$ cat src/rtl/stps_pkg.sv
// Shared types, constants and arithmetic helpers for the sun tracker servo and power step.
// Used by stps_ctrl, stps_dp and the top level; depends on nothing else.
`timescale 1ns / 1ps
`default_nettype none

package stps_pkg;

	localparam int unsigned RawW   = 10;
	localparam int unsigned DutyW  = 16;
	localparam int unsigned VoltW  = 11;
	localparam int unsigned CurW   = 7;
	localparam int unsigned PwrW   = 14;
	localparam int unsigned BcdW   = 16;
	localparam int unsigned NumW   = 21;

	localparam int unsigned InTdataW  = 64;
	localparam int unsigned OutTdataW = 96;
	localparam int unsigned ApbAddrW  = 4;
	localparam int unsigned ApbDataW  = 32;

	// register indexes (byte address / 4)
	localparam logic [1:0] REG_MANUAL_MODE = 2'd0;
	localparam logic [1:0] REG_DUTY_STEP   = 2'd1;
	localparam logic [1:0] REG_DUTY_MIN    = 2'd2;
	localparam logic [1:0] REG_DUTY_MAX    = 2'd3;

	localparam logic             MODE_RESET = 1'b0;
	localparam logic [7:0]       STEP_RESET = 8'd10;
	localparam logic [DutyW-1:0] MIN_RESET  = 16'd1200;
	localparam logic [DutyW-1:0] MAX_RESET  = 16'd5000;
	localparam logic [DutyW-1:0] DUTY_RESET = 16'd3000;
	localparam logic [DutyW-1:0] DUTY_TOP   = 16'hFFFF;

	localparam logic [NumW-1:0] VOLT_FULL = 21'd1200;
	localparam logic [NumW-1:0] CUR_FULL  = 21'd100;
	localparam logic [NumW-1:0] ADC_FULL  = 21'd1023;

	typedef struct packed {
		logic             manual_mode;
		logic [7:0]       duty_step;
		logic [DutyW-1:0] duty_min;
		logic [DutyW-1:0] duty_max;
	} cfg_t;

	typedef struct packed {
		logic [RawW-1:0] light_left;
		logic [RawW-1:0] light_right;
		logic [RawW-1:0] light_up;
		logic [RawW-1:0] light_down;
		logic [RawW-1:0] panel_voltage_raw;
		logic [RawW-1:0] panel_current_raw;
		logic [3:0]      buttons;
	} sample_t;

	typedef struct packed {
		logic [DutyW-1:0] azimuth_duty;
		logic [DutyW-1:0] altitude_duty;
		logic [VoltW-1:0] voltage_scaled;
		logic [PwrW-1:0]  power_scaled;
		logic [BcdW-1:0]  voltage_bcd;
		logic [BcdW-1:0]  power_bcd;
	} result_t;

	// sequencer commands to the datapath
	typedef struct packed {
		logic       load;     // capture a sample set
		logic       move;     // one duty move, selected by step
		logic [1:0] step;
		logic       scale_v;  // voltage through the /1023 unit
		logic       scale_c;  // current through the /1023 unit
		logic       div_vt;   // voltage tenths
		logic       mul_pwr;  // power product, seed voltage digits
		logic       digit_v;  // one voltage BCD digit
		logic       div_p;    // power / 10, seed power digits
		logic       digit_p;  // one power BCD digit
		logic       emit;     // result goes to the output register
	} cmd_t;

	typedef enum logic [9:0] {
		ST_IDLE  = 10'b0000000001,
		ST_MOVE  = 10'b0000000010,
		ST_SCV   = 10'b0000000100,
		ST_SCC   = 10'b0000001000,
		ST_DVT   = 10'b0000010000,
		ST_MUL   = 10'b0000100000,
		ST_BCDV  = 10'b0001000000,
		ST_DVP   = 10'b0010000000,
		ST_BCDP  = 10'b0100000000,
		ST_FIN   = 10'b1000000000
	} state_t;

	// floor(v / 10) for v below 16384: reciprocal 6554 / 2^16 is exact here
	function automatic logic [10:0] div10(input logic [13:0] v);
		logic [26:0] p;
		begin
			p = {13'b0, v} * 27'd6554;
			return p[26:16];
		end
	endfunction

	// floor(x / 1023) for x below 1023 * 2048 (quotient fits 11 bits): estimate from x + x/1024, then one correction
	function automatic logic [10:0] div1023(input logic [NumW-1:0] x);
		logic [NumW-1:0] y;
		logic [NumW-1:0] prod;
		logic [NumW-1:0] r;
		logic [10:0]     q;
		begin
			y    = x + {10'b0, x[20:10]};
			q    = y[20:10];
			prod = {q, 10'b0} - {10'b0, q};
			r    = x - prod;
			if (r >= ADC_FULL) begin
				q = q + 11'd1;
			end
			return q;
		end
	endfunction

endpackage

`default_nettype wire

$ cat src/rtl/stps_ctrl.sv
// Sequencer for the sun tracker step: walks duty moves, scaling and BCD digits.
// Depends on stps_pkg; drives stps_dp through stps_pkg::cmd_t.
`timescale 1ns / 1ps
`default_nettype none

module stps_ctrl (
	input  wire logic          clk,
	input  wire logic          arst_n,
	input  wire logic          in_valid,
	output logic               in_ready,
	input  wire logic          out_free,
	output stps_pkg::cmd_t     cmd
);

	stps_pkg::state_t state_q, state_d;
	logic [1:0]       cnt_q, cnt_d;
	logic             counting;

	assign counting = (state_q == stps_pkg::ST_MOVE) || (state_q == stps_pkg::ST_BCDV) ||
		(state_q == stps_pkg::ST_BCDP);
	assign cnt_d    = counting ? cnt_q + 2'd1 : 2'd0;
	assign in_ready = (state_q == stps_pkg::ST_IDLE);

	always_comb begin
		state_d = state_q;
		case (state_q)
			stps_pkg::ST_IDLE: begin
				if (in_valid) state_d = stps_pkg::ST_MOVE;
			end
			stps_pkg::ST_MOVE: begin
				if (cnt_q == 2'd3) state_d = stps_pkg::ST_SCV;
			end
			stps_pkg::ST_SCV:  state_d = stps_pkg::ST_SCC;
			stps_pkg::ST_SCC:  state_d = stps_pkg::ST_DVT;
			stps_pkg::ST_DVT:  state_d = stps_pkg::ST_MUL;
			stps_pkg::ST_MUL:  state_d = stps_pkg::ST_BCDV;
			stps_pkg::ST_BCDV: begin
				if (cnt_q == 2'd3) state_d = stps_pkg::ST_DVP;
			end
			stps_pkg::ST_DVP:  state_d = stps_pkg::ST_BCDP;
			stps_pkg::ST_BCDP: begin
				if (cnt_q == 2'd3) state_d = stps_pkg::ST_FIN;
			end
			stps_pkg::ST_FIN: begin
				if (out_free) state_d = stps_pkg::ST_IDLE;
			end
			default: state_d = stps_pkg::ST_IDLE;
		endcase
	end

	always_ff @(posedge clk or negedge arst_n) begin
		if (!arst_n) begin
			state_q <= stps_pkg::ST_IDLE;
			cnt_q   <= 2'd0;
		end else begin
			state_q <= state_d;
			cnt_q   <= cnt_d;
		end
	end

	always_comb begin
		cmd         = '0;
		cmd.load    = (state_q == stps_pkg::ST_IDLE) && in_valid;
		cmd.move    = (state_q == stps_pkg::ST_MOVE);
		cmd.step    = cnt_q;
		cmd.scale_v = (state_q == stps_pkg::ST_SCV);
		cmd.scale_c = (state_q == stps_pkg::ST_SCC);
		cmd.div_vt  = (state_q == stps_pkg::ST_DVT);
		cmd.mul_pwr = (state_q == stps_pkg::ST_MUL);
		cmd.digit_v = (state_q == stps_pkg::ST_BCDV);
		cmd.div_p   = (state_q == stps_pkg::ST_DVP);
		cmd.digit_p = (state_q == stps_pkg::ST_BCDP);
		cmd.emit    = (state_q == stps_pkg::ST_FIN) && out_free;
	end

endmodule

`default_nettype wire

$ cat src/rtl/stps_dp.sv
// Datapath for the sun tracker step: duty registers, /1023 and /10 units, BCD digit loop.
// Depends on stps_pkg; controlled by stps_ctrl through stps_pkg::cmd_t.
`timescale 1ns / 1ps
`default_nettype none

module stps_dp (
	input  wire logic            clk,
	input  wire logic            arst_n,
	input  wire stps_pkg::cmd_t    cmd,
	input  wire stps_pkg::cfg_t    cfg,
	input  wire stps_pkg::sample_t sample,
	output stps_pkg::result_t    result
);

	stps_pkg::sample_t smp_q;
	logic [stps_pkg::DutyW-1:0] az_q, alt_q;
	logic [stps_pkg::VoltW-1:0] volt_q;
	logic [stps_pkg::CurW-1:0]  cur_q;
	logic [stps_pkg::CurW-1:0]  vt_q;
	logic [stps_pkg::PwrW-1:0]  pwr_q;
	logic [stps_pkg::VoltW-1:0] work_q;
	logic [stps_pkg::BcdW-1:0]  vbcd_q, pbcd_q;

	// duty move
	logic                       mv_en, mv_alt, mv_up;
	logic [stps_pkg::DutyW-1:0] d_cur, d_new;
	logic [stps_pkg::DutyW:0]   d_sum;

	always_comb begin
		mv_en  = 1'b0;
		mv_alt = 1'b0;
		mv_up  = 1'b0;
		if (cfg.manual_mode) begin
			case (cmd.step)
				2'd0: begin mv_en = smp_q.buttons[3]; mv_alt = 1'b1; mv_up = 1'b1; end
				2'd1: begin mv_en = smp_q.buttons[2]; mv_alt = 1'b0; mv_up = 1'b1; end
				2'd2: begin mv_en = smp_q.buttons[1]; mv_alt = 1'b1; mv_up = 1'b0; end
				default: begin mv_en = smp_q.buttons[0]; mv_alt = 1'b0; mv_up = 1'b0; end
			endcase
		end else begin
			case (cmd.step)
				2'd0: begin
					mv_en = smp_q.light_right > smp_q.light_left; mv_alt = 1'b0; mv_up = 1'b1;
				end
				2'd1: begin
					mv_en = smp_q.light_left > smp_q.light_right; mv_alt = 1'b0; mv_up = 1'b0;
				end
				2'd2: begin
					mv_en = smp_q.light_down > smp_q.light_up; mv_alt = 1'b1; mv_up = 1'b1;
				end
				default: begin
					mv_en = smp_q.light_up > smp_q.light_down; mv_alt = 1'b1; mv_up = 1'b0;
				end
			endcase
		end
	end

	assign d_cur = mv_alt ? alt_q : az_q;
	assign d_sum = {1'b0, d_cur} + {9'b0, cfg.duty_step};

	always_comb begin
		d_new = d_cur;
		if (mv_up) begin
			if (d_cur < cfg.duty_max) begin
				d_new = d_sum[stps_pkg::DutyW] ? stps_pkg::DUTY_TOP : d_sum[stps_pkg::DutyW-1:0];
			end
		end else begin
			if (d_cur > cfg.duty_min) begin
				d_new = (d_cur >= {8'b0, cfg.duty_step}) ? d_cur - {8'b0, cfg.duty_step} : '0;
			end
		end
	end

	always_ff @(posedge clk or negedge arst_n) begin
		if (!arst_n) begin
			az_q  <= stps_pkg::DUTY_RESET;
			alt_q <= stps_pkg::DUTY_RESET;
		end else if (cmd.move && mv_en) begin
			if (mv_alt) alt_q <= d_new;
			else        az_q  <= d_new;
		end
	end

	// shared /1023 unit, voltage then current
	logic [stps_pkg::NumW-1:0] num;
	logic [10:0]               quo1023;

	assign num = cmd.scale_v ?
		{11'b0, smp_q.panel_voltage_raw} * stps_pkg::VOLT_FULL :
		{11'b0, smp_q.panel_current_raw} * stps_pkg::CUR_FULL;
	assign quo1023 = stps_pkg::div1023(num);

	// shared /10 unit for tenths, power / 10 and each digit
	logic [13:0] div_in;
	logic [10:0] quo10;
	logic [10:0] tens;
	logic [10:0] rem10;

	always_comb begin
		if (cmd.div_vt)     div_in = {3'b0, volt_q};
		else if (cmd.div_p) div_in = pwr_q;
		else                div_in = {3'b0, work_q};
	end

	assign quo10 = stps_pkg::div10(div_in);
	assign tens  = quo10 * 11'd10;
	assign rem10 = work_q - tens;

	always_ff @(posedge clk) begin
		if (cmd.load)    smp_q  <= sample;
		if (cmd.scale_v) volt_q <= quo1023;
		if (cmd.scale_c) cur_q  <= quo1023[stps_pkg::CurW-1:0];
		if (cmd.div_vt)  vt_q   <= quo10[stps_pkg::CurW-1:0];
		if (cmd.mul_pwr) begin
			pwr_q  <= {7'b0, vt_q} * {7'b0, cur_q};
			work_q <= volt_q;
		end
		if (cmd.digit_v) begin
			work_q <= quo10;
			vbcd_q <= {rem10[3:0], vbcd_q[stps_pkg::BcdW-1:4]};
		end
		if (cmd.div_p)   work_q <= quo10;
		if (cmd.digit_p) begin
			work_q <= quo10;
			pbcd_q <= {rem10[3:0], pbcd_q[stps_pkg::BcdW-1:4]};
		end
	end

	assign result.azimuth_duty   = az_q;
	assign result.altitude_duty  = alt_q;
	assign result.voltage_scaled = volt_q;
	assign result.power_scaled   = pwr_q;
	assign result.voltage_bcd    = vbcd_q;
	assign result.power_bcd      = pbcd_q;

endmodule

`default_nettype wire

$ cat src/rtl/sun_tracker_servo_and_power_step_core.sv
// Top level of the sun tracker servo and power step: stream ports, APB registers, output register.
// Depends on stps_pkg, stps_ctrl and stps_dp.
//
// Use:
//  - s_axis carries one sample set per transfer: four light readings, panel voltage and
//    current readings and the manual buttons. Each transfer moves the azimuth and altitude
//    servo duty values by at most one step per move and yields one result on m_axis:
//    both duty values, scaled voltage and power, and their four-digit BCD forms.
//  - The APB port holds manual_mode, duty_step, duty_min and duty_max at byte addresses
//    0, 4, 8 and 12. pready is tied high; write only while the block is idle.
//  - A sample set is taken only in the idle state; from its transfer to the next possible one
//    it passes through the idle cycle that takes the transfer, four sequential duty moves,
//    voltage and current scaling, the voltage tenths, the power product, eight BCD digits at
//    one per cycle through a single /10 unit (four voltage digits, the power tenths step, then
//    four power digits) and the output step, where its result goes to m_axis.
//  - A finished result waits in the output register; s_axis accepts the next sample set
//    meanwhile. If m_axis stalls, the next result is held in the sequencer's last state
//    until the register frees.
//  - Reset clears the registers to their defaults, both duty values to 3000 and drops
//    any result in flight.
`timescale 1ns / 1ps
`default_nettype none

module sun_tracker_servo_and_power_step_core (
	input  wire logic                            clk,
	input  wire logic                            arst_n,
	input  wire logic                            s_axis_tvalid,
	output logic                                 s_axis_tready,
	// light_left, light_right, light_up, light_down, panel_voltage_raw,
	// panel_current_raw (10 bits each), buttons (4 bits)
	input  wire logic [stps_pkg::InTdataW-1:0]   s_axis_tdata,
	output logic                                 m_axis_tvalid,
	input  wire logic                            m_axis_tready,
	// azimuth_duty (16), altitude_duty (16), voltage_scaled (11), power_scaled (14),
	// voltage_bcd (16), power_bcd (16), zero fill (7)
	output logic [stps_pkg::OutTdataW-1:0]       m_axis_tdata,
	input  wire logic                            psel,
	input  wire logic                            penable,
	input  wire logic                            pwrite,
	input  wire logic [stps_pkg::ApbAddrW-1:0]   paddr,
	input  wire logic [stps_pkg::ApbDataW-1:0]   pwdata,
	output logic [stps_pkg::ApbDataW-1:0]        prdata,
	output logic                                 pready
);

	stps_pkg::cfg_t    cfg_q;
	stps_pkg::sample_t sample;
	stps_pkg::result_t result;
	stps_pkg::cmd_t    cmd;
	logic              out_free;
	logic              cfg_wr;

	// register file: a write lands on the access phase
	assign pready = 1'b1;
	assign cfg_wr = psel && penable && pwrite && pready;

	always_ff @(posedge clk or negedge arst_n) begin
		if (!arst_n) begin
			cfg_q.manual_mode <= stps_pkg::MODE_RESET;
			cfg_q.duty_step   <= stps_pkg::STEP_RESET;
			cfg_q.duty_min    <= stps_pkg::MIN_RESET;
			cfg_q.duty_max    <= stps_pkg::MAX_RESET;
		end else if (cfg_wr) begin
			case (paddr[3:2])
				stps_pkg::REG_MANUAL_MODE: cfg_q.manual_mode <= pwdata[0];
				stps_pkg::REG_DUTY_STEP:   cfg_q.duty_step   <= pwdata[7:0];
				stps_pkg::REG_DUTY_MIN:    cfg_q.duty_min    <= pwdata[15:0];
				stps_pkg::REG_DUTY_MAX:    cfg_q.duty_max    <= pwdata[15:0];
				default: ;
			endcase
		end
	end

	always_comb begin
		case (paddr[3:2])
			stps_pkg::REG_MANUAL_MODE: prdata = {31'b0, cfg_q.manual_mode};
			stps_pkg::REG_DUTY_STEP:   prdata = {24'b0, cfg_q.duty_step};
			stps_pkg::REG_DUTY_MIN:    prdata = {16'b0, cfg_q.duty_min};
			stps_pkg::REG_DUTY_MAX:    prdata = {16'b0, cfg_q.duty_max};
			default:                   prdata = '0;
		endcase
	end

	// unpack the sample set, first field lowest
	assign sample.light_left        = s_axis_tdata[9:0];
	assign sample.light_right       = s_axis_tdata[19:10];
	assign sample.light_up          = s_axis_tdata[29:20];
	assign sample.light_down        = s_axis_tdata[39:30];
	assign sample.panel_voltage_raw = s_axis_tdata[49:40];
	assign sample.panel_current_raw = s_axis_tdata[59:50];
	assign sample.buttons           = s_axis_tdata[63:60];

	// output register frees when empty or taken in this cycle
	assign out_free = !m_axis_tvalid || m_axis_tready;

	stps_ctrl u_ctrl (
		.clk      (clk),
		.arst_n   (arst_n),
		.in_valid (s_axis_tvalid),
		.in_ready (s_axis_tready),
		.out_free (out_free),
		.cmd      (cmd)
	);

	stps_dp u_dp (
		.clk    (clk),
		.arst_n (arst_n),
		.cmd    (cmd),
		.cfg    (cfg_q),
		.sample (sample),
		.result (result)
	);

	always_ff @(posedge clk or negedge arst_n) begin
		if (!arst_n) begin
			m_axis_tvalid <= 1'b0;
		end else if (cmd.emit) begin
			m_axis_tvalid <= 1'b1;
		end else if (m_axis_tready) begin
			m_axis_tvalid <= 1'b0;
		end
	end

	// pack the result, first field lowest; hold while stalled
	always_ff @(posedge clk) begin
		if (cmd.emit) begin
			m_axis_tdata <= {7'b0, result.power_bcd, result.voltage_bcd, result.power_scaled,
				result.voltage_scaled, result.altitude_duty, result.azimuth_duty};
		end
	end

endmodule

`default_nettype wire

$ cat config.mk
export PLATFORM = sky130hd
export DESIGN_NAME = sun_tracker_servo_and_power_step_core
export DESIGN_NICKNAME = d
export VERILOG_FILES = /design/src/rtl/stps_pkg.sv /design/src/rtl/stps_ctrl.sv /design/src/rtl/stps_dp.sv /design/src/rtl/sun_tracker_servo_and_power_step_core.sv
export SDC_FILE = /design/constraint.sdc
export NUM_CORES = 1
export LEC_CHECK = 0
export BUFFER_PORTS_ARGS = -buffer_cell sky130_fd_sc_hd__buf_4
export CORE_ASPECT_RATIO = 1.75
export CORE_MARGIN = 2
export CORE_UTILIZATION = 56
export CTS_BUF_LIST = sky130_fd_sc_hd__clkbuf_4 sky130_fd_sc_hd__clkbuf_8
export DETAILED_ROUTE_END_ITERATION = 12
export HOLD_SLACK_MARGIN = 0.15
export PLACE_DENSITY = 0.79
export SLEW_MARGIN = 0
export SYNTH_ARGS = -nofsm -noshare
export SYNTH_HDL_FRONTEND = slang
export SYNTH_SLANG_ARGS = --single-unit
$ cat constraint.sdc
create_clock -name clk -period 9.89 [get_ports clk]
set_input_delay 1.978 -clock clk [delete_from_list [all_inputs] [get_ports clk]]
set_output_delay 1.978 -clock clk [all_outputs]
set_load 0.1 [all_outputs]
**Yosys cells after proc, flatten, opt, wreduce, memory -nomap -nowiden**

Index checks and enable logic that the tools add are counted.

- Register bits after elaboration: 321
- Input bits: 107
- Output and inout bits: 131
- Word-level logic and storage cells: 121

- Add/sub/neg operators: 8
- Multipliers: 5
- $lt $le $gt $ge: 8
- Equality and inequality tests: 21
- Multiplexer cells: 32
- Bitwise logic cells: 1
- Reduce and logical (&&, ||, !) cells: 22

Operator list:

| cell | count |
|---|---|
| one-hot mux 32 bit (4 select lines) | 1 |
| one-hot mux 10 bit (10 select lines) | 1 |
| two-way mux 16 bit | 6 |
| two-way mux 11 bit | 5 |
| two-way mux 10 bit | 5 |
| > comparator 10 bit | 4 |
| two-way mux 14 bit | 2 |
| multiplier 14 x 12 -> 26 bit (second input constant) | 1 |
| adder 21 x 11 -> 21 bit | 1 |
| greater-or-equal comparator 21 x 10 -> 1 bit (second input constant) | 1 |
| two-way mux 21 bit | 1 |
| subtractor 21 x 11 -> 21 bit | 1 |
| subtractor 21 bit | 1 |
| adder 16 x 8 -> 17 bit | 1 |
| multiplier 10 x 7 -> 17 bit (second input constant) | 1 |
| greater-or-equal comparator 16 x 8 -> 1 bit | 1 |
| > comparator 16 bit | 1 |
| less-than comparator 16 bit | 1 |
| subtractor 16 x 8 -> 16 bit | 1 |
| multiplier 10 x 5 -> 15 bit (second input constant) | 1 |
| multiplier 7 x 7 -> 14 bit | 1 |
| AND reduction 2 bit | 6 |
| adder 11 x 1 -> 11 bit (second input constant) | 1 |
| multiplier 11 x 3 -> 3 bit (second input constant) | 1 |
| other kinds (28) | 51 |

**Depth between registers and ports, before layout**

Gate-level depths: netlist of run 1.

- Depth in word-level cells: 9
- Gate-level depth with buffers: 43
- Mapped depth without buffers: 43

**By module**

Synthesis of run 1 repeated with hierarchy kept, for this count alone.

- Cells, all modules: 2019
- Area, all modules: 22997.1 um^2

By module, submodules not included:

| module | instances | cells an instance | area each (um^2) | seq. area each (um^2) |
|---|---|---|---|---|
| stps_dp | 1 | 1697 | 17360.4 | 5202.5 |
| sun_tracker_servo_and_power_step_core | 1 | 246 | 4845.9 | 3737.3 |
| stps_ctrl | 1 | 76 | 790.8 | 301.5 |

**Worst setup path before layout of run 1**

OpenSTA, ideal clock, no wires.

- Path type: register to register
- Start point: register u_dp.smp_q[19] (netlist name)
- End point: register u_dp.cur_q[1] (netlist name), data pin
- Data arrival time: 8.947 ns
- Slack: 0.677 ns
- Stages on the path, launching flop included: 40
- Clock period less this slack: 9.213 ns
- Path through: edfxtp_1 > ha_1 > ha_1 > fa_1 > inv_1 > fa_1 > inv_1 > ha_1 > or2_1 > a21oi_1 > nor3_1 > o311ai_0 > nor2_1 > a21oi_1 > ha_1 > a21oi_1 > o21ai_0 > a21o_1 > [4 not listed] > nor2b_1 > and3_1 > ha_1 > inv_1 > ha_1 > inv_1 > ha_1 > nor2_1 > nand2_1 > o21ai_0 > o31ai_1 > or3_1 > a31oi_1 > mux2i_1 > nand2_1 > nor4_1 > nand3_1 > mux2_1

- Longest elaborated chain between the ends: 7

RTL lines:

| item | line | source |
|---|---|---|
| start: declaration | stps_dp.sv:15 | `stps_pkg::sample_t smp_q;` |
| start signal: assignment | stps_dp.sv:110 | `if (cmd.load) smp_q <= sample;` |
| multiplier 10 x 7 -> 17 bit * | stps_dp.sv:89 | `{11'b0, smp_q.panel_voltage_raw} * stps_pkg::VOLT_FULL :` |
| two-way mux 21 bit * | stps_dp.sv:88 | `assign num = cmd.scale_v ?` |
| adder 21 x 11 -> 21 bit | stps_pkg.sv:108 | `y = x + {10'b0, x[20:10]};` |
| subtractor 21 x 11 -> 21 bit | stps_pkg.sv:110 | `prod = {q, 10'b0} - {10'b0, q};` |
| subtractor 21 bit | stps_pkg.sv:111 | `r = x - prod;` |
| greater-or-equal comparator 21 x 10 -> 1 bit | stps_pkg.sv:112 | `if (r >= ADC_FULL) begin` |
| two-way mux 11 bit * | stps_pkg.sv:112 |  |
| net u_dp.quo1023[1] | stps_dp.sv:86 | `logic [10:0] quo1023;` |
| end signal: assignment | stps_dp.sv:112 | `if (cmd.scale_c) cur_q <= quo1023[stps_pkg::CurW-1:0];` |
| end: declaration | stps_dp.sv:18 | `logic [stps_pkg::CurW-1:0] cur_q;` |

The timed path passes the listed nets; every way through them passes the cells marked *.
A chain may end at the register's enable or synchronous reset.

**Worst setup path in the final report of run 1**

- Start point: register u_dp.smp_q[21] (netlist name)
- End point: register u_dp.cur_q[6] (netlist name), data pin

Same word-level chain as after synthesis.

==> reports/results.txt, run 1 <==
Critical Path Max Stage Delay: 0.53 ns
Top cell type by total area after synthesis: edfxtp_1
Vias: 16,300
Root Driver: clkbuf_8
Placed inst area: 25,000 um2
Die Wd: 157 um
Gr ovfl total: 0
Synthesized area per cell: 11.1 um2
Antenna violations before repair: 4
Outcome: finished clean
Crit path time final: 9.45 ns
TritonRoute pass-1 iters: 5
Clock skew: 0.0605 ns
Hold Vio Cnt, Final: 0
Crit Path Max Fanout: 7
Vias/cell: 5.73
Worst Path Required: 10.23 ns
Clock Latency Late Sink: 0.62 ns
Nets: 2,829
Setup crit end kind: flop
Max-Cap Viols: 0
Height of the die: 271 um
H-tree depth: 2
WL per Instance: 18.8 um
TritonCTS clock tree: built
Final ANT Viol Nets: 0
Sink Count: 321
Core Region: 40,100 um2
Number of port buffers: 195
Final Cell Area: 26,100 um2
Pin count of the biggest net entering global routing: 87
Share of layout cells above drive strength 1: 0.196
Critical path class: reg -> reg
Crit-path most repeated cell: ha_1
Slowest stage cell on the critical path: fa_1
Ports: 238
Distinct cells, synth: 82
Max Freq: 0.106 GHz
Drt initial violations: 777
Dominant synthesized flop cell: edfxtp_1
GRT Util Overall: 0.257
Global-route wire length before repair: 85.9 mm
Finish-stage setup viols: 0
CP startpoint kind: flop
Routed wire length: 53.6 mm
Synthesized cell area: 22,800 um2
Post-synth top area share: 0.310
Hold Slack: 0.390 ns
Fin crit share: 0.955
CTS clk-pin slew, worst paths: 0.06 ns
Slew @ Worst Pin: 1.16 ns
Vias in the first global route: 17,500
Routability Congestion: 0.951
# DRC: 0
Synthesized flop and latch total: 321
Row cnt: 97
Cts-stage hold buffer count: 0
CTS Buffer Depth: 3
Seq/Total Area, Yosys: 0.405
Synth area leaders: edfxtp_1 (31%), ha_1 (18%), fa_1 (8.1%)
Cells after Synth: 2,057
HPWL after detailed placement: 42.7 mm
Final Max Tran Viols: 0
Asr flop ratio synth: 0.268
Slew HR: 0.228
Hold WC Path Type: reg -> reg
Critical Path AT: 9.79 ns
Yosys warns: 0
Layout area overhead: 14.6%
CTS Buf Count: 48
Post-synth EDFFs: 235
Die area: 42,400 um2
Initial Util: 0.569
## sequential cells by signal, indices dropped and copies added, names as in the netlist, 14 cells and up
signal,count
cfg_q,41
u_dp.az_q,16
u_dp.smp_q,64
u_dp.pbcd_q,16
u_dp.vbcd_q,16
m_axis_tdata,89
u_dp.pwr_q,14
u_dp.alt_q,16
## path summary, 6_finish.rpt
path | cells past startpoint | from | end | slack, ns
setup / recovery | 42 | u_dp.smp_q[21]$_DFFE_PP_ | u_dp.cur_q[6]$_DFFE_PP_ | 0.44
max in group asynchronous | 1 | arst_n | u_dp.alt_q[1]$_DFFE_PN0P_ | 7.59
setup reg to reg | 42 | u_dp.smp_q[21]$_DFFE_PP_ | u_dp.cur_q[6]$_DFFE_PP_ | 0.44
min in group asynchronous | 1 | arst_n | cfg_q[40]$_DFFE_PN0P_ | 1.58
hold reg to reg | 0 | u_dp.pbcd_q[0]$_DFFE_PP_ | m_axis_tdata[73]$_DFFE_PP_ | 0.39
hold / removal | 0 | u_dp.pbcd_q[0]$_DFFE_PP_ | m_axis_tdata[73]$_DFFE_PP_ | 0.39
## routing by layer
layer	vias to the layer above	track usage	wire length, um
li1	7714	-	-
met1	7949	0.248	17900
met2	469	0.505	30300
met3	188	0.0303	1950
met4	0	0.157	3410
met5	-	0	0
## area by class of cell
cell class                 instances  area, um2
tap                              495        619
inverter                         287       1080
sequential                       321       9240
timing repair buffer             240       1800
multi-input combinational       1412      12400
clock buffer                      68        830
fill                            3040      13900
antenna                            4       10.0
clock inverter                    19        116
## critical path: cells and delay by family, from the launching register on
kind	cells	cell delay [ns]
muxes	1	0.20
xor gates and xnor gates	3	0.30
adders and majority gates	8	2.89
buffers and inverters	6	0.69
and+or+nand+nor	15	2.90
AOI/OAI and AO/OA	9	1.71
DFF	1	0.46
## cells in the mapped netlist, types with 31 or more instances
| library cell | n |
|---|---|
| ha_1 | 320 |
| inv_1 | 285 |
| edfxtp_1 | 235 |
| nand2_1 | 130 |
| a21oi_1 | 102 |
| nor2_1 | 100 |
| fa_1 | 92 |
| o21ai_0 | 74 |
| mux2_2 | 65 |
| dfrtp_1 | 60 |
| xnor2_1 | 60 |
| mux2i_1 | 42 |
| nand3_1 | 38 |
| and2_1 | 35 |
| clkbuf_1 | 31 |
## per-stage QoR
step	instances	setup slack, ns	utilization	TNS, ns
3_5_place_dp	2749	0.0309	0.624	0
6_report	2846	0.441	0.652	0
3_3_place_gp	2749	0.195	0.624	0
5_1_grt	2846	-0.0207	0.652	-0.0383
2_1_floorplan	2079	0.677	-	0
4_1_cts	2836	0.0299	0.647	0
## layout by cell type (no fill, tap or decap), drive strengths merged, types with 10 or more instances in the layout
cell type	count
o21a	19
mux2i	42
dfstp	26
o21bai	14
a21o	25
o21ai	77
ha	320
mux2	66
nor4	10
inv	286
buf	240
xor2	19
nor2	100
dfrtp	60
clkbuf	68
nand2b	19
nand3	38
conb	24
a211oi	11
edfxtp	235
and2	35
nor2b	29
a21oi	102
nand4	22
fa	92
xnor2	60
clkinv	17
nand2	130
nor3	26
## cell families after synthesis
kind of cell | after synthesis | share of synthesized area
fa+ha+maj | 412 | 0.256
simple gates | 459 | 0.102
mux | 109 | 0.0520
buf+inv | 346 | 0.0610
flops | 321 | 0.405
compound gates | 329 | 0.0927
other cells | 2 | 0.000329
xor+xnor | 79 | 0.0303
## what timing repair did
item,CTS,global route
setup endpoints to repair,2,18
pin swaps,0,5
buffers inserted,0,6
resized for setup,1,31
Power of run 1 is left out: the tool's default activity adds up to more than one toggle a clock period on the data nets, which glitch-free logic cannot reach.
==> run 2, diff against run 1 <==
--- a/config.mk
+++ b/config.mk
@@ -12,7 +12,7 @@
 export CTS_BUF_LIST = sky130_fd_sc_hd__clkbuf_4 sky130_fd_sc_hd__clkbuf_8
 export DETAILED_ROUTE_END_ITERATION = 12
 export HOLD_SLACK_MARGIN = 0.15
-export PLACE_DENSITY = 0.79
+export PLACE_DENSITY_LB_ADDON = 0.2
 export SLEW_MARGIN = 0
 export SYNTH_ARGS = -nofsm -noshare
 export SYNTH_HDL_FRONTEND = slang
==> run 2 against run 1 <==
  * Clock skew shrank 0.025 ns
  * Sequential share of layout area shrank 0.064 points
  * Clock-buffer cell count shrank 12
  * Setup slack lost 0.066 ns
  * Register-to-register slack lost 0.07 ns
  * Worst hold slack gained 0.036 ns
  * Utilization grew 0.12 points
  * Via count shrank 2.1%
  * Wire length shrank 1.3%
==> reports/results.txt, run 2 (same netlist as run 1, synthesis figures left out) <==
Outcome: finished clean (unchanged)
Peak supply drop: 0.000843 V
R2R Setup Slk: 0.38 ns (was 0.44 ns)
R2r endpoint: u_dp.volt_q[10]$_DFFE_PP_ (was u_dp.cur_q[6]$_DFFE_PP_)
Final Max Tran Viols: 0 (unchanged)
CTS clk-pin slew, worst paths: 0.07 ns (was 0.06 ns)
Routing usage on met2: 0.511 (was 0.505)
Registers with the most flip-flops: m_axis_tdata: 89 flops, u_dp.smp_q: 64 flops, cfg_q: 41 flops (unchanged)
Most frequent cells in the layout: ha_1 (318), inv_1 (285), buf_4 (252), edfxtp_1 (235), nand2_1 (130) (was ha_1 (318), inv_1 (285), buf_4 (240), edfxtp_1 (235), nand2_1 (130))
Reg with most FFs: m_axis_tdata (unchanged)
Pin count of the biggest net entering global routing: 86 (was 87)
Initial Util: 0.569 (unchanged)
Final worst slack: 0.376 ns (was 0.441 ns)
WL per Instance: 18.5 um (was 18.8 um)
Die area: 42,400 um2 (unchanged)
Critical Path AT: 9.83 ns (was 9.79 ns)
Fin crit share: 0.962 (was 0.955)
Max-Cap Viols: 0 (unchanged)
Final Core Density: 0.653 (was 0.652)
Die Wd: 157 um (unchanged)
Clock skew: 0.0359 ns (was 0.0605 ns)
Layer with the highest usage: met2 (unchanged)
Height of the die: 271 um (unchanged)
Commonest non-fill, non-tap cell in the layout: ha_1 (unchanged)
Vias: 16,000 (was 16,300)
Routability Congestion: 0.938 (was 0.951)
HPWL after detailed placement: 42.8 mm (was 42.7 mm)
Max FFs per register: 89 (unchanged)
Leak pwr: 12.5 nW
Clock Latency Late Sink: 0.59 ns (was 0.62 ns)
TritonRoute pass-1 iters: 5 (unchanged)
Share of layout cells above drive strength 1: 0.193 (was 0.196)
Global-route wire length before repair: 85.1 mm (was 85.9 mm)
Cts-stage hold buffer count: 0 (unchanged)
CTS Buffer Depth: 3 (unchanged)
Crit-path most repeated cell: ha_1 (unchanged)
Reg2reg path depth: 44 (was 42)
# DRC: 0 (unchanged)
Final ANT Viol Nets: 0 (unchanged)
Setup crit end kind: flop (unchanged)
Placed inst area: 25,100 um2 (was 25,000 um2)
Drt initial violations: 658 (was 777)
Root Driver: clkbuf_8 (unchanged)
Final Cell Area: 26,200 um2 (was 26,100 um2)
WHS Endpoint: m_axis_tdata[57]$_DFFE_PP_ (was m_axis_tdata[73]$_DFFE_PP_)
Slew HR: 0.252 (was 0.228)
Critical Path Max Stage Delay: 0.55 ns (was 0.53 ns)
GR Util met3: 0.0271 (was 0.0303)
Vias in the first global route: 17,200 (was 17,500)
Slew @ Worst Pin: 1.12 ns (was 1.16 ns)
Fillers: 3,250 (was 3,040)
Sink Count: 321 (unchanged)
TritonCTS clock tree: built (unchanged)
Crit Path Max Fanout: 7 (unchanged)
Vias/cell: 5.60 (was 5.73)
Reg-to-Reg Start: u_dp.smp_q[20]$_DFFE_PP_ (was u_dp.smp_q[21]$_DFFE_PP_)
Worst Hold Depth: 0 (unchanged)
CTS Buf Count: 46 (was 48)
Pwr dens: 374 nW/um2
Antenna violations before repair: 1 (was 4)
Pre-CTS setup slack: 0.0781 ns (was 0.0309 ns)
Worst Path Required: 10.21 ns (was 10.23 ns)
Row cnt: 97 (unchanged)
Nets: 2,839 (was 2,829)
Finish-stage setup viols: 0 (unchanged)
Gr ovfl total: 0 (unchanged)
CP startpoint kind: flop (unchanged)
H-tree depth: 2 (unchanged)
Hold Slack: 0.426 ns (was 0.390 ns)
Hold WC Path Type: reg -> reg (unchanged)
Core Region: 40,100 um2 (unchanged)
Max Freq: 0.105 GHz (was 0.106 GHz)
Hold Vio Cnt, Final: 0 (unchanged)
Hold path start: u_dp.vbcd_q[0]$_DFFE_PN_ (was u_dp.pbcd_q[0]$_DFFE_PP_)
Number of port buffers: 195 (unchanged)
Routed wire length: 52.9 mm (was 53.6 mm)
Slowest stage cell on the critical path: fa_1 (unchanged)
GR Util met1: 0.250 (was 0.248)
GRT Util Overall: 0.256 (was 0.257)
Crit path time final: 9.51 ns (was 9.45 ns)
Critical path class: reg -> reg (unchanged)
Ports: 238 (unchanged)
Layout area overhead: 14.8% (was 14.6%)
-- run 2: layout make-up --
| type | count | area, um2 | area share |
|---|---|---|---|
| Multi-Input combinational cell | 1412 | 12400 | 0.472 |
| Sequential cell | 321 | 9240 | 0.353 |
| Timing Repair Buffer | 252 | 1890 | 0.0723 |
| Inverter | 287 | 1080 | 0.0412 |
| Clock buffer | 56 | 714 | 0.0273 |
| Tap cell | 495 | 619 | 0.0237 |
| Clock inverter | 29 | 267 | 0.0102 |
| Antenna cell | 1 | 2.50 | 0.0000956 |
-- run 2: worst max-delay path, delay by kind of cell (launching register included) --
kind                       cells  cell delay (ns)
adders and majority gates      9             3.15
AOI/OAI and AO/OA             12             2.33
and+or+nand+nor               13             2.27
buffers and inverters          7             0.58
DFF                            1             0.45
xor gates and xnor gates       2             0.27
muxes                          1             0.18
-- run 2: what timing repair did --
| action | in CTS | in global routing |
|---|---|---|
| endpoints found under the hold margin | 0 | 0 |
| setup buffers | 0 | 3 |
| endpoints found under the setup margin | 3 | 18 |
| gates resized for setup | 1 | 19 |
| pin swaps | 0 | 2 |
-- run 2: worst max-delay path by stage --
stage	startpoint	end	slack, ns
global placement	u_dp.smp_q[21]$_DFFE_PP_	u_dp.cur_q[1]$_DFFE_PP_	0.27
CTS	u_dp.smp_q[20]$_DFFE_PP_	u_dp.cur_q[1]$_DFFE_PP_	0.06
detailed placement	u_dp.smp_q[21]$_DFFE_PP_	u_dp.cur_q[1]$_DFFE_PP_	0.08
floorplan	u_dp.smp_q[19]$_DFFE_PP_	u_dp.cur_q[1]$_DFFE_PP_	0.68
finish	u_dp.smp_q[20]$_DFFE_PP_	u_dp.volt_q[10]$_DFFE_PP_	0.38
global route	u_dp.smp_q[21]$_DFFE_PP_	u_dp.cur_q[2]$_DFFE_PP_	-0.07
-- run 2: stage by stage --
| step | cells | TNS [ns] | power [mW] |
|---|---|---|---|
| floorplan | 2079 | 0 | 6.56 |
| global placement | 2764 | 0 | 8.34 |
| detailed placement | 2764 | 0 | 8.50 |
| CTS | 2849 | 0 | 9.67 |
| global route | 2853 | -0.523 | 10.7 |
| finish | 2853 | 0 | 9.78 |
-- run 2: where the power goes --
part | leakage [nW] | switching, mW | internal (mW)
Clock | 0.505 | 0.506 | 0.612
Sequential | 3.22 | 0.118 | 1.75
Combinational | 8.73 | 3.90 | 2.90
Total | 12.5 | 4.52 | 5.26
-- run 2: metal layers --
layer  vias up  wire (um)  share of wire
li1       7725          -              -
met4         0       3040          0.057
met2       369      30100           0.57
met5         -          0              0
met3       166       1460          0.028
met1      7723      18300           0.35
Note: power is estimated with default switching activity, not from simulation.
==> run 3, diff against run 2 <==
--- a/config.mk
+++ b/config.mk
@@ -12,6 +12,7 @@
 export CTS_BUF_LIST = sky130_fd_sc_hd__clkbuf_4 sky130_fd_sc_hd__clkbuf_8
 export DETAILED_ROUTE_END_ITERATION = 12
 export HOLD_SLACK_MARGIN = 0.15
+export MAX_ROUTING_LAYER = met4
 export PLACE_DENSITY_LB_ADDON = 0.2
 export SLEW_MARGIN = 0
 export SYNTH_ARGS = -nofsm -noshare
==> run 3 against run 2 <==
  * Fmax hardly changed
  * Highest routed layer unchanged
  * First-iteration DRC count is 5.0% higher
  * Critical path depth is 5 lower
  * Setup slack worse by 0.00090 ns
  * Sequential share of layout area is 0.14 points lower
  * Final cell count is 0.56% higher
  * Largest cell class unchanged
  * Clock-buffer cell count is 2 higher
  * Worst hold slack worse by 0.0044 ns
  * Global-route usage is 1.1 points higher
==> reports/results.txt, run 3 (same netlist as run 1, synthesis figures left out) <==
Most frequent cells in the layout: ha_1 (319), inv_1 (285), buf_4 (265), edfxtp_1 (235), nand2_1 (130) (was ha_1 (318), inv_1 (285), buf_4 (252), edfxtp_1 (235), nand2_1 (130))
GRT Util Overall: 0.267 (was 0.256)
Setup crit end kind: flop (unchanged)
Placed inst area: 25,200 um2 (was 25,100 um2)
Global-route wire length before repair: 86.2 mm (was 85.1 mm)
Share of layout cells above drive strength 1: 0.200 (was 0.193)
Reg2reg path depth: 39 (was 44)
HPWL after detailed placement: 43.5 mm (was 42.8 mm)
Final Cell Area: 26,300 um2 (was 26,200 um2)
Final Max Tran Viols: 0 (unchanged)
Hold WC Path Type: reg -> reg (unchanged)
Clock Latency Late Sink: 0.62 ns (was 0.59 ns)
Core Region: 40,100 um2 (unchanged)
Sink Count: 321 (unchanged)
Die area: 42,400 um2 (unchanged)
Registers with the most flip-flops: m_axis_tdata: 89 flops, u_dp.smp_q: 64 flops, cfg_q: 41 flops (unchanged)
CTS Buf Count: 46 (unchanged)
Antenna violations before repair: 3 (was 1)
Max Freq: 0.105 GHz (about the same)
Worst Path Required: 10.21 ns (about the same)
Clock skew: 0.0498 ns (was 0.0359 ns)
Routability Congestion: 0.956 (was 0.938)
Worst Hold Depth: 0 (unchanged)
Critical Path Max Stage Delay: 0.54 ns (was 0.55 ns)
Max FFs per register: 89 (unchanged)
Critical Path AT: 9.84 ns (was 9.83 ns)
Vias: 16,100 (was 16,000)
Commonest non-fill, non-tap cell in the layout: ha_1 (unchanged)
Crit Path Max Fanout: 7 (unchanged)
CTS Buffer Depth: 3 (unchanged)
Finish-stage setup viols: 0 (unchanged)
Vias/cell: 5.61 (was 5.60)
TritonCTS clock tree: built (unchanged)
WL per Instance: 18.8 um (was 18.5 um)
Height of the die: 271 um (unchanged)
CTS clk-pin slew, worst paths: 0.07 ns (about the same)
Slowest stage cell on the critical path: fa_1 (unchanged)
Routed wire length: 53.9 mm (was 52.9 mm)
Hold Vio Cnt, Final: 0 (unchanged)
Crit path time final: 9.52 ns (was 9.51 ns)
Root Driver: clkbuf_8 (unchanged)
H-tree depth: 2 (unchanged)
Slew @ Worst Pin: 1.11 ns (was 1.12 ns)
Initial Util: 0.569 (unchanged)
Gr ovfl total: 0 (unchanged)
Hold Slack: 0.421 ns (was 0.426 ns)
Slew HR: 0.259 (was 0.252)
Fin crit share: 0.962 (about the same)
Max-Cap Viols: 0 (unchanged)
Crit-path most repeated cell: ha_1 (unchanged)
Vias in the first global route: 17,000 (was 17,200)
Layout area overhead: 15.2% (was 14.8%)
Pin count of the biggest net entering global routing: 87 (was 86)
Outcome: finished clean (unchanged)
# DRC: 0 (unchanged)
TritonRoute pass-1 iters: 8 (was 5)
Final ANT Viol Nets: 0 (unchanged)
Nets: 2,852 (was 2,839)
Drt initial violations: 691 (was 658)
Ports: 238 (unchanged)
Number of port buffers: 195 (unchanged)
Row cnt: 97 (unchanged)
Fillers: 3,199 (was 3,250)
Critical path class: reg -> reg (unchanged)
Reg with most FFs: m_axis_tdata (unchanged)
CP startpoint kind: flop (unchanged)
Die Wd: 157 um (unchanged)
[run 3: worst paths after layout]
| check | start | end | slack, ns |
|---|---|---|---|
| max in group asynchronous | arst_n | u_ctrl.state_q[3]$_DFFE_PN0P_ | 7.56 |
| worst min-delay path | u_dp.vbcd_q[1]$_DFFE_PN_ | m_axis_tdata[58]$_DFFE_PP_ | 0.42 |
| worst max-delay path | u_dp.smp_q[20]$_DFFE_PP_ | u_dp.volt_q[10]$_DFFE_PP_ | 0.37 |
| min in group asynchronous | arst_n | cfg_q[2]$_DFFE_PN0P_ | 1.56 |
| worst min register to register | u_dp.vbcd_q[1]$_DFFE_PN_ | m_axis_tdata[58]$_DFFE_PP_ | 0.42 |
| worst max register to register | u_dp.smp_q[20]$_DFFE_PP_ | u_dp.volt_q[10]$_DFFE_PP_ | 0.37 |
[run 3: final cells by class]
type | instances | area (um2) | share of cell area
Antenna cell | 3 | 7.51 | 0.000286
Clock buffer | 58 | 723 | 0.0275
Clock inverter | 28 | 241 | 0.00919
Inverter | 287 | 1080 | 0.0411
Multi-Input combinational cell | 1412 | 12400 | 0.471
Sequential cell | 321 | 9240 | 0.352
Tap cell | 495 | 619 | 0.0236
Timing Repair Buffer | 265 | 1990 | 0.0757
[run 3: through the flow]
stage / setup TNS, ns / util / cells / worst slack (ns)
finish: 0 / 0.656 / 2869 / 0.375
global route: -0.0921 / 0.656 / 2869 / -0.0647
CTS: 0 / 0.653 / 2862 / 0.0447
detailed placement: 0 / 0.629 / 2776 / 0.101
global placement: 0 / 0.629 / 2776 / 0.274
floorplan: 0 / - / 2079 / 0.677
[run 3: worst max-delay path: cells and delay by family, from the launching register on]
kind / cells / cell delay (ns)
AO/OA/AOI/OAI: 11 / 2.04
flip-flops: 1 / 0.45
adder cells (fa/ha/maj): 8 / 3.18
buffers and inverters: 6 / 0.62
AND/OR/NAND/NOR: 11 / 2.48
XOR/XNOR: 3 / 0.44
[run 3: routing by layer]
layer  routed length, um  GRT usage
met1               18600      0.261
met2               31200      0.524
met3                1740     0.0235
met4                2410      0.111
met5                   0          -
[run 3: repair_timing]
action                                  CTS  global route
hold buffers                              0             0
endpoints found under the hold margin     0             0
gates resized for setup                   0            20
endpoints found under the setup margin    0            18
buffers inserted                          0             4
Power of run 3 is left out for the same reason.
